### config.mk
export PLATFORM = sky130hd
export DESIGN_NAME = stop_and_wait_arq_backoff_unit
export DESIGN_NICKNAME = d
export VERILOG_FILES = /design/src/rtl/swab_pkg.sv /design/src/rtl/swab_mod.sv /design/src/rtl/stop_and_wait_arq_backoff_unit.sv
export SDC_FILE = /design/constraint.sdc
export NUM_CORES = 1
export LEC_CHECK = 0
export BUFFER_PORTS_ARGS = -buffer_cell sky130_fd_sc_hd__buf_2
export CAP_MARGIN = 40
export CORE_MARGIN = 3
export CORE_UTILIZATION = 65
export CTS_BUF_LIST = sky130_fd_sc_hd__clkbuf_8
export DETAILED_ROUTE_END_ITERATION = 10
export PLACE_DENSITY = 0.92
export SLEW_MARGIN = 20
export SYNTH_ARGS = -nofsm -noshare
export SYNTH_HDL_FRONTEND = slang
export SYNTH_SLANG_ARGS = --single-unit
### constraint.sdc
create_clock -name clk_i -period 8.2 [get_ports clk_i]
set_clock_uncertainty 0.2 [all_clocks]
set_input_delay 0.41 -clock clk_i [delete_from_list [all_inputs] [get_ports clk_i]]
set_output_delay 0.41 -clock clk_i [all_outputs]
set_load 0.05 [all_outputs]
### src/rtl/swab_pkg.sv
`default_nettype none
package swab_pkg;

  localparam int MaxPayload = 63;
  localparam int StoreAw    = 6;

  localparam logic [1:0] ActPayload = 2'd0;
  localparam logic [1:0] ActFrame   = 2'd1;
  localparam logic [1:0] ActTick    = 2'd2;

  localparam logic [2:0] KindStatus  = 3'd0;
  localparam logic [2:0] KindTx      = 3'd1;
  localparam logic [2:0] KindDeliver = 3'd2;
  localparam logic [2:0] KindDone    = 3'd3;
  localparam logic [2:0] KindReject  = 3'd4;

  localparam logic [1:0] LinkIdle    = 2'd0;
  localparam logic [1:0] LinkWaitAck = 2'd1;
  localparam logic [1:0] LinkSuccess = 2'd2;
  localparam logic [1:0] LinkRetry   = 2'd3;

  localparam logic [2:0] RegMinPay  = 3'd0;
  localparam logic [2:0] RegBoMin   = 3'd1;
  localparam logic [2:0] RegBoMax   = 3'd2;
  localparam logic [2:0] RegTimeout = 3'd3;
  localparam logic [2:0] RegSeed    = 3'd4;

  typedef struct packed {
    logic        start;
    logic [16:0] dividend;
    logic [13:0] divisor;
  } div_req_t;

  typedef struct packed {
    logic        busy;
    logic        done;
    logic [13:0] rem;
  } div_rsp_t;

endpackage
`default_nettype wire

### src/rtl/swab_mod.sv
`default_nettype none
module swab_mod (
  input  wire logic              clk_i,
  input  wire logic              rst_ni,
  input  wire swab_pkg::div_req_t req_i,
  output swab_pkg::div_rsp_t      rsp_o
);
  import swab_pkg::*;

  logic [16:0] num_q, num_d;
  logic [13:0] den_q, den_d;
  logic [14:0] rem_q, rem_d;
  logic [4:0]  cnt_q, cnt_d;
  logic        busy_q, busy_d, done_q, done_d;
  logic [14:0] trial;
  logic [15:0] diff;

  always_comb begin
    num_d  = num_q;
    den_d  = den_q;
    rem_d  = rem_q;
    cnt_d  = cnt_q;
    busy_d = busy_q;
    done_d = 1'b0;
    trial  = {rem_q[13:0], num_q[16]};
    diff   = {1'b0, trial} - {2'b0, den_q};
    if (req_i.start) begin
      num_d  = req_i.dividend;
      den_d  = req_i.divisor;
      rem_d  = '0;
      cnt_d  = 5'd17;
      busy_d = 1'b1;
    end else if (busy_q) begin
      num_d = {num_q[15:0], 1'b0};
      rem_d = diff[15] ? trial : diff[14:0];
      cnt_d = cnt_q - 5'd1;
      if (cnt_q == 5'd1) begin
        busy_d = 1'b0;
        done_d = 1'b1;
      end
    end
  end

  always_ff @(posedge clk_i or negedge rst_ni) begin
    if (!rst_ni) begin
      busy_q <= 1'b0;
      done_q <= 1'b0;
      cnt_q  <= '0;
    end else begin
      busy_q <= busy_d;
      done_q <= done_d;
      cnt_q  <= cnt_d;
    end
  end

  always_ff @(posedge clk_i) begin
    num_q <= num_d;
    den_q <= den_d;
    rem_q <= rem_d;
  end

  assign rsp_o.busy = busy_q;
  assign rsp_o.done = done_q;
  assign rsp_o.rem  = rem_q[13:0];

  a_done_pulse: assert property (@(posedge clk_i) disable iff (!rst_ni)
    done_q |=> !done_q) else $error("done held");
  a_busy_done: assert property (@(posedge clk_i) disable iff (!rst_ni)
    done_q |-> !busy_q) else $error("done while busy");
  a_rem_lt: assert property (@(posedge clk_i) disable iff (!rst_ni)
    done_q |-> ({1'b0, rem_q[13:0]} < {1'b0, den_q})) else $error("rem too large");

endmodule
`default_nettype wire

### src/rtl/stop_and_wait_arq_backoff_unit.sv
`default_nettype none
// Channel  Dir  Handshake                Payload
// input    in   in_valid_i/in_stall_o    action_i data_byte_i in_last_i
// result   out  out_valid_o/out_stall_i  out_kind_o out_byte_o frame_end_o run_last_o
//                                        link_state_o
// config   in   psel/penable/pready      paddr pwdata prdata
// A transaction that yields one result passes through StIdle and StExec; an ACK behind a delivered byte adds StEmit.
// A frame send pads one zero byte a cycle, writes the header into store address 0, then emits
// each stored byte through StRead and StSend; a resend emits the stored bytes the same way.
// A retry draw starts the divider, runs its 17 modulo steps and then loads the backoff.
// A stalled result holds the sequencer until it is taken.
// Reset loads the register defaults; the resend store is not cleared.
module stop_and_wait_arq_backoff_unit (
  input  wire logic        clk_i,
  input  wire logic        rst_ni,
  input  wire logic        in_valid_i,
  output logic             in_stall_o,
  input  wire logic [1:0]  action_i,
  input  wire logic [7:0]  data_byte_i,
  input  wire logic        in_last_i,
  output logic             out_valid_o,
  input  wire logic        out_stall_i,
  output logic [2:0]       out_kind_o,
  output logic [7:0]       out_byte_o,
  output logic             frame_end_o,
  output logic             run_last_o,
  output logic [1:0]       link_state_o,
  input  wire logic        psel,
  input  wire logic        penable,
  input  wire logic        pwrite,
  input  wire logic [4:0]  paddr,
  input  wire logic [31:0] pwdata,
  output logic [31:0]      prdata,
  output logic             pready
);
  import swab_pkg::*;

  typedef enum logic [6:0] {
    StIdle  = 7'b0000001,
    StExec  = 7'b0000010,
    StPad   = 7'b0000100,
    StDiv   = 7'b0001000,
    StSend  = 7'b0010000,
    StRead  = 7'b0100000,
    StEmit  = 7'b1000000
  } seq_e;

  seq_e sq_q;
  logic [5:0]  minp_q;
  logic [12:0] bmin_q, bmax_q, tmo_q;
  logic [15:0] seed_q, rnd_q;
  logic [1:0]  link_q;
  logic        sseq_q, rseq_q;
  logic [6:0]  rlen_q;
  logic [12:0] boc_q, toc_q;
  logic [3:0]  rxf_q;
  logic [1:0]  act_q;
  logic [7:0]  byte_q;
  logic        last_q;
  logic [6:0]  idx_q;
  logic [7:0]  store [64];
  logic [7:0]  rd_q;
  logic        ack_q;
  logic        ov_q;
  logic [2:0]  ok_q;
  logic [7:0]  ob_q;
  logic        oe_q, orl_q;
  logic [1:0]  ol_q;
  logic        dreq_start_q;
  div_req_t    dreq;
  div_rsp_t    drsp;

  logic cfg_wr, out_free;
  assign pready  = 1'b1;
  assign cfg_wr  = psel && penable && pwrite;
  assign out_free = !ov_q || !out_stall_i;
  assign in_stall_o = (sq_q != StIdle);

  swab_mod u_mod (.clk_i, .rst_ni, .req_i(dreq), .rsp_o(drsp));

  always_comb begin
    case (paddr[4:2])
      RegMinPay:  prdata = {26'd0, minp_q};
      RegBoMin:   prdata = {19'd0, bmin_q};
      RegBoMax:   prdata = {19'd0, bmax_q};
      RegTimeout: prdata = {19'd0, tmo_q};
      RegSeed:    prdata = {16'd0, seed_q};
      default:    prdata = '0;
    endcase
  end

  logic [15:0] rnd_next;
  assign rnd_next = rnd_q[0] ? ((rnd_q >> 1) ^ 16'hB400) : (rnd_q >> 1);
  logic [5:0] minp_eff;
  assign minp_eff = (minp_q > 6'(MaxPayload)) ? 6'(MaxPayload) : minp_q;
  logic [12:0] tlim;
  assign tlim = (tmo_q == '0) ? 13'd1 : tmo_q;
  logic [12:0] toc_inc;
  assign toc_inc = toc_q + 13'd1;
  logic [6:0] rlen_inc;
  assign rlen_inc = rlen_q + 7'd1;

  always_comb begin
    dreq.start    = dreq_start_q;
    dreq.dividend = {1'b0, rnd_next};
    dreq.divisor  = {1'b0, bmax_q} - {1'b0, bmin_q} + 14'd1;
  end

  logic       st_we;
  logic [5:0] st_wa;
  logic [7:0] st_wd;

  always_comb begin
    st_we = 1'b0;
    st_wa = rlen_inc[5:0];
    st_wd = '0;
    case (sq_q)
      StExec: begin
        if (out_free && (act_q == ActPayload) && (link_q == LinkIdle)) begin
          st_we = 1'b1;
          st_wd = byte_q;
        end
      end
      StPad: begin
        st_we = 1'b1;
        if (rlen_q >= {1'b0, minp_eff}) begin
          st_wa = '0;
          st_wd = {7'd0, sseq_q};
        end
      end
      default: ;
    endcase
  end

  always_ff @(posedge clk_i) begin
    if (st_we) store[st_wa] <= st_wd;
    if (sq_q == StRead) rd_q <= store[idx_q[5:0]];
  end

  always_ff @(posedge clk_i or negedge rst_ni) begin
    if (!rst_ni) begin
      sq_q   <= StIdle;
      minp_q <= 6'd8;
      bmin_q <= 13'd2000;
      bmax_q <= 13'd6000;
      tmo_q  <= 13'd5000;
      seed_q <= 16'd44257;
      rnd_q  <= 16'd44257;
      link_q <= LinkIdle;
      sseq_q <= 1'b0;
      rseq_q <= 1'b1;
      rlen_q <= '0;
      boc_q  <= '0;
      toc_q  <= '0;
      rxf_q  <= '0;
      ov_q   <= 1'b0;
      act_q  <= '0;
      byte_q <= '0;
      last_q <= 1'b0;
      idx_q  <= '0;
      ack_q  <= 1'b0;
      dreq_start_q <= 1'b0;
      ok_q <= '0; ob_q <= '0; oe_q <= 1'b0; orl_q <= 1'b0; ol_q <= '0;
    end else begin
      if (ov_q && !out_stall_i) ov_q <= 1'b0;
      if (cfg_wr) begin
        case (paddr[4:2])
          RegMinPay:  minp_q <= pwdata[5:0];
          RegBoMin:   bmin_q <= pwdata[12:0];
          RegBoMax:   bmax_q <= pwdata[12:0];
          RegTimeout: tmo_q  <= pwdata[12:0];
          RegSeed: begin
            seed_q <= pwdata[15:0];
            rnd_q  <= (pwdata[15:0] == '0) ? 16'd1 : pwdata[15:0];
          end
          default: ;
        endcase
      end
      case (sq_q)
        StIdle: begin
          if (in_valid_i) begin
            act_q <= action_i; byte_q <= data_byte_i; last_q <= in_last_i;
            sq_q <= StExec;
          end
        end
        StExec: begin
          if (out_free) begin
            sq_q <= StIdle;
            ov_q <= 1'b1; ok_q <= KindStatus; ob_q <= '0; oe_q <= 1'b0; orl_q <= 1'b1;
            ol_q <= link_q;
            case (act_q)
              ActPayload: begin
                if (link_q != LinkIdle) ok_q <= KindReject;
                else begin
                  rlen_q <= rlen_inc;
                  if (last_q || rlen_inc >= 7'(MaxPayload)) begin
                    ov_q <= 1'b0;
                    sq_q <= StPad;
                  end
                end
              end
              ActFrame: begin
                if (!rxf_q[0]) begin
                  rxf_q <= {byte_q[0], !byte_q[1] && (byte_q[0] != rseq_q), !byte_q[1], 1'b1};
                  if (last_q) begin
                    rxf_q <= '0;
                    if (!byte_q[1]) begin
                      ok_q <= KindTx; ob_q <= {6'd0, 1'b1, byte_q[0]}; oe_q <= 1'b1;
                      if (byte_q[0] != rseq_q) rseq_q <= byte_q[0];
                    end else if (link_q == LinkWaitAck) begin
                      if (byte_q[0] == sseq_q) begin
                        sseq_q <= !sseq_q; link_q <= LinkSuccess; ol_q <= LinkSuccess;
                        boc_q <= bmax_q; ok_q <= KindDone;
                      end else begin
                        ov_q <= 1'b0; sq_q <= StDiv; dreq_start_q <= 1'b1;
                      end
                    end
                  end
                end else begin
                  if (rxf_q[2:1] == 2'b11) begin
                    ok_q <= KindDeliver; ob_q <= byte_q; oe_q <= last_q;
                    orl_q <= !last_q;
                  end
                  if (last_q) begin
                    rxf_q <= '0;
                    if (rxf_q[1]) begin
                      if (rxf_q[2]) begin
                        rseq_q <= rxf_q[3];
                        ov_q <= (rxf_q[2:1] == 2'b11) ? 1'b1 : 1'b0;
                        ack_q <= 1'b1; sq_q <= StEmit;
                        if (rxf_q[2:1] != 2'b11) ov_q <= 1'b0;
                      end else begin
                        ok_q <= KindTx; ob_q <= {6'd0, 1'b1, rxf_q[3]}; oe_q <= 1'b1;
                        orl_q <= 1'b1;
                      end
                    end else if (link_q == LinkWaitAck) begin
                      if (rxf_q[3] == sseq_q) begin
                        sseq_q <= !sseq_q; link_q <= LinkSuccess; ol_q <= LinkSuccess;
                        boc_q <= bmax_q; ok_q <= KindDone;
                      end else begin
                        ov_q <= 1'b0; sq_q <= StDiv; dreq_start_q <= 1'b1;
                      end
                    end
                  end
                end
              end
              ActTick: begin
                if (link_q == LinkWaitAck) begin
                  toc_q <= toc_inc;
                  if (toc_inc >= tlim) begin
                    ov_q <= 1'b0; sq_q <= StDiv; dreq_start_q <= 1'b1;
                  end
                end else if (link_q[1]) begin
                  if (boc_q > 13'd1) boc_q <= boc_q - 13'd1;
                  else begin
                    boc_q <= '0;
                    if (link_q == LinkSuccess) begin
                      link_q <= LinkIdle; ol_q <= LinkIdle; rlen_q <= '0;
                    end else begin
                      ov_q <= 1'b0; idx_q <= '0; sq_q <= StRead;
                    end
                  end
                end
              end
              default: ;
            endcase
          end
        end
        StPad: begin
          if (rlen_q < {1'b0, minp_eff}) begin
            rlen_q <= rlen_inc;
          end else begin
            rlen_q <= rlen_inc;
            idx_q <= '0;
            sq_q <= StRead;
          end
        end
        StDiv: begin
          dreq_start_q <= 1'b0;
          if (dreq_start_q) rnd_q <= rnd_next;
          if (drsp.done) begin
            link_q <= LinkRetry;
            boc_q <= (bmax_q < bmin_q) ? bmin_q : bmin_q + drsp.rem[12:0];
            if (out_free) begin
              ov_q <= 1'b1; ok_q <= KindStatus; ob_q <= '0; oe_q <= 1'b0; orl_q <= 1'b1;
              ol_q <= LinkRetry; sq_q <= StIdle;
            end else begin
              sq_q <= StEmit;
            end
          end
        end
        StRead: begin
          link_q <= LinkWaitAck; toc_q <= '0;
          sq_q <= StSend;
        end
        StSend: begin
          if (out_free) begin
            ov_q <= 1'b1; ok_q <= KindTx; ob_q <= rd_q;
            oe_q <= (idx_q + 7'd1 == rlen_q); orl_q <= (idx_q + 7'd1 == rlen_q);
            ol_q <= LinkWaitAck;
            idx_q <= idx_q + 7'd1;
            sq_q <= (idx_q + 7'd1 == rlen_q) ? StIdle : StRead;
          end
        end
        StEmit: begin
          if (out_free) begin
            ov_q <= 1'b1; ol_q <= link_q; orl_q <= 1'b1;
            if (ack_q) begin
              ok_q <= KindTx; ob_q <= {6'd0, 1'b1, rseq_q}; oe_q <= 1'b1;
            end else begin
              ok_q <= KindStatus; ob_q <= '0; oe_q <= 1'b0;
            end
            ack_q <= 1'b0;
            sq_q <= StIdle;
          end
        end
        default: sq_q <= StIdle;
      endcase
    end
  end

  assign out_valid_o  = ov_q;
  assign out_kind_o   = ok_q;
  assign out_byte_o   = ob_q;
  assign frame_end_o  = oe_q;
  assign run_last_o   = orl_q;
  assign link_state_o = ol_q;

endmodule
`default_nettype wire
==> metrics.md <==
| Metric | Value |
|---|---|
| Status | finished, final reports clean |
| Post-synthesis mux area share | 0.1421 |
| Leakage Power | 11.94 nW |
| Boundary pin count | 105 |
| Register area | 0.02108 sq mm |
| Ys async rst share | 0.2292 |
| Largest family of logic cells by synthesized area | multiplexers |
| Yosys reg bits | 733 |
| Synth Flop Type | edfxtp_1 |
| Achievable Freq | 0.2043 GHz |
| Multi-input logic area | about 0.012 sq mm |
| Via density | 6.974 |
| PortBufs | 69 |
| Ranking of synthesized cells by area | edfxtp_1 49%, mux4_2 11%, dfrtp_1 9.7% |
| RSZ-0062 raised after global routing | no |
| Slew margin rel. | 0.3350 |
| Vias in the first global route | 22340 |
| Clk sinks | 733 |
| Antenna viol nets, final | 0 |
| Initial antenna violation count | 3 |
| Pwr dens | approximately 270 mW/mm^2 |
| Fill cells | between 2000 and 3000 |
| VDD IR max | 0.1646 mV |
| Remaining DRCs | 0 |
| Mean Syn Cell Area | 14.54 sq um |
| Worst Path Required | 8.35 ns |
| Starting density of the core | 0.6590 |
| Commonest non-fill, non-tap cells in the layout | 550 x edfxtp_1, 196 x nor2_1, 168 x mux4_2 |
| Drt first pass iters | 7 |
| CP Cell Sequence | inv_1 -> ha_1 -> and4b_1 -> o31ai_1 -> a21oi_1 -> buf_4 -> nor3b_1 -> nand3_1 -> nor2_1 |
| Gr usage total | 0.3512 |
| Mapped Cells | approximately 2300 |
| Worst Setup Path Type | flip-flop to flip-flop |
| Setup bufs post-CTS | 0 |
| Crit path DAT | 5.04 ns |
| Post-synthesis compound-gate area fraction | 0.07365 |
| Final setup TNS | 0 ns |
| Die Span X | 234.5 um |
| Clock Root Buffer | clkbuf_8 |
| CTS Buf Count | 110 |
| Fraction of layout instances using a drive strength above 1 | 0.2231 |
| DRT Wirelength | around 95000 um |
| Synth Area in Adders | 0.03568 |
| Post-DP HPWL | about 60000 um |
| Final Hold Fails | 0 |
| Largest net degree at the start of global routing | 116 |
| Max-Cap Viols | 0 |
| WP buf/inv | 2 |
| DRT iter0 DRCs | ~3400 |
| Site Rows | 83 |
| Max-slew violations | 0 |
| Die area | 0.05500 sq mm |
| Detailed-route wire length per cell | 29.27 um |
| Post-synth EDFFs | 550 |
| Placeable core area | 0.05151 sq mm |
| Worst-Skew Late Latency | 0.76 ns |
| Fin crit share | 0.5968 |
| Area Growth Syn to Fin | 10.82% |
| Die height | 234.5 um |
| Max incr delay on CP | 0.85 ns |
| Total gr overflow | 0 |
| NumNets Final | around 2600 |
| Final Wtd Congestion | 0.9193 |
| Hold crit path type | input port to flip-flop |
| Largest fanout on the critical path | 15 |
| Maximum root-to-sink buffer count | 3 |
| Post-Synth XOR/XNOR Area | 0.02116 |
| Worst path top cell family by delay | simple AND/OR/NAND/NOR gates |
| CTS tree | built |
| Simple-Gate Fraction of Synth Area | 0.07770 |
| Worst-Margin Slew | 0.9975 ns |
| Crit-path slowest cell | nor2_1 |
| Worst setup SP type | flip-flop |
| Tmin final | approximately 4.9 ns |
| Vias | 22670 |
| Setup violators final | 0 |
| Clk slew on worst S/H paths | 0.06 ns |
| Cell accounting for the most synthesized area | edfxtp_1 |
| Netlist Area Pre-Place | between 0.03 and 0.04 sq mm |
| Hold Worst Slack | a little under 0.09 ns |
| Post-synthesis sequential area ratio | 0.6206 |
| H-tree levels | 3 |
| Synth warnings | 0 |
| Yosys top cell area share | 0.4865 |
| Commonest non-fill, non-tap cell in the layout | edfxtp_1 |
| First-pass GRT wire length | 141600 um |
| Crit. End Element | flip-flop |
| Final core utilization | 0.7303 |
| Yosys cell types | 84 |
[flip-flops by register name, summed over array words and instances (netlist names), 7 cells and up]
signal / count
toc_q: 13
sq_q: 7
out_byte_o: 8
seed_q: 16
rd_q: 8
idx_q: 7
tmo_q: 13
rlen_q: 7
bmax_q: 13
boc_q: 13
u_mod.rem_q: 14
u_mod.num_q: 17
u_mod.den_q: 14
bmin_q: 13
rnd_q: 16
byte_q: 8
store: 512
[cells by family (layout without fill, tap and decap cells)]
family	count (synthesis)	count (layout)
buffers and inverters	227	446
muxes	263	263
xor gates and xnor gates	82	82
DFF	733	733
other	2	19
and+or+nand+nor	555	555
adders and majority gates	92	92
AOI/OAI and AO/OA	380	380
[cells in the mapped netlist, types with 16 or more instances]
cell / n
a211oi_1: 17
a21oi_1: 73
a22oi_1: 31
a311oi_1: 19
and2_1: 18
buf_4: 21
clkbuf_1: 87
dfrtp_1: 131
dfstp_2: 37
edfxtp_1: 550
ha_1: 84
inv_1: 93
mux2_2: 72
mux2i_1: 23
mux4_2: 168
nand2_1: 139
nand2b_1: 16
nand3_1: 49
nor2_1: 197
nor2b_1: 22
nor3_1: 28
o21ai_0: 92
o22ai_1: 18
xnor2_1: 44
xor2_1: 38
[through the flow]
step	power, W	cells	setup slack, ns	cell area, sq um
global route	0.01057	3248	3.172	37610
finish	0.01015	3250	3.306	37620
global placement	0.007006	2981	3.922	34740
CTS	0.01007	3227	3.603	37390
detailed placement	0.007127	2992	3.661	34950
floorplan	0.006478	2349	4.699	34000
[worst register-to-register path: stages, from the launching register on]
cell and delay, ns:
dfrtp_1 0.84, inv_1 0.31, ha_1 0.34, and4b_1 0.19, o31ai_1 0.21, a21oi_1 0.18
buf_4 0.25, nor3b_1 0.52, nand3_1 0.61, nor2_1 0.85
[metal layers]
layer | global-route usage | routed length [um] | up-vias | share of wire
met3 | 0.07805 | 8983 | 485 | 0.094
li1 | - | - | 9246 | -
met2 | 0.5817 | 46990 | 1756 | 0.49
met1 | 0.4228 | 31100 | 11180 | 0.33
met5 | 0 | 29 | - | 0.00030
met4 | 0.2188 | 8008 | 4 | 0.084
[where the power goes]
part	internal, W	total (W)	switching (W)	leakage, nW
combinational	0.000949	0.00246	0.00151	4.69
sequential	0.00435	0.00472	0.000370	6.00
clock	0.00148	0.00297	0.00149	1.25
total	0.00678	0.0102	0.00337	11.9
[area by class of cell]
type / instances / share of cell area
antenna: 2 / 0.0001330
clock buffer: 112 / 0.04098
clock inverter: 93 / 0.01600
inverter: 93 / 0.009280
multi-input combinational: 1389 / 0.3183
sequential: 733 / 0.5603
tap: 680 / 0.02262
timing repair buffer: 148 / 0.03236
[path summary, 6_finish.rpt]
kind | startpoint | endpoint | slack [ns] | depth (start not counted)
setup / recovery | rlen_q[0]$_DFFE_PN0P_ | store[60][6]$_DFFE_PP_ | 3.31 | 9
hold / removal | penable | rnd_q[7]$_DFF_PN1_ | 0.09 | 5
setup reg to reg | rlen_q[0]$_DFFE_PN0P_ | store[60][6]$_DFFE_PP_ | 3.31 | 9
hold reg to reg | boc_q[9]$_DFFE_PN0P_ | boc_q[9]$_DFFE_PN0P_ | 0.30 | 2
max in group asynchronous | rst_ni | bmax_q[6]$_DFFE_PN1P_ | 5.85 | 6
min in group asynchronous | rst_ni | out_byte_o[3]$_DFFE_PN0P_ | 0.49 | 3
[repair_timing]
action,CTS,global route
hold buffers,30,1
endpoints found under the hold margin,172,11
resized for setup,0,0
endpoints found under the setup margin,0,0
No activity file was read; power rests on OpenSTA's default activity.
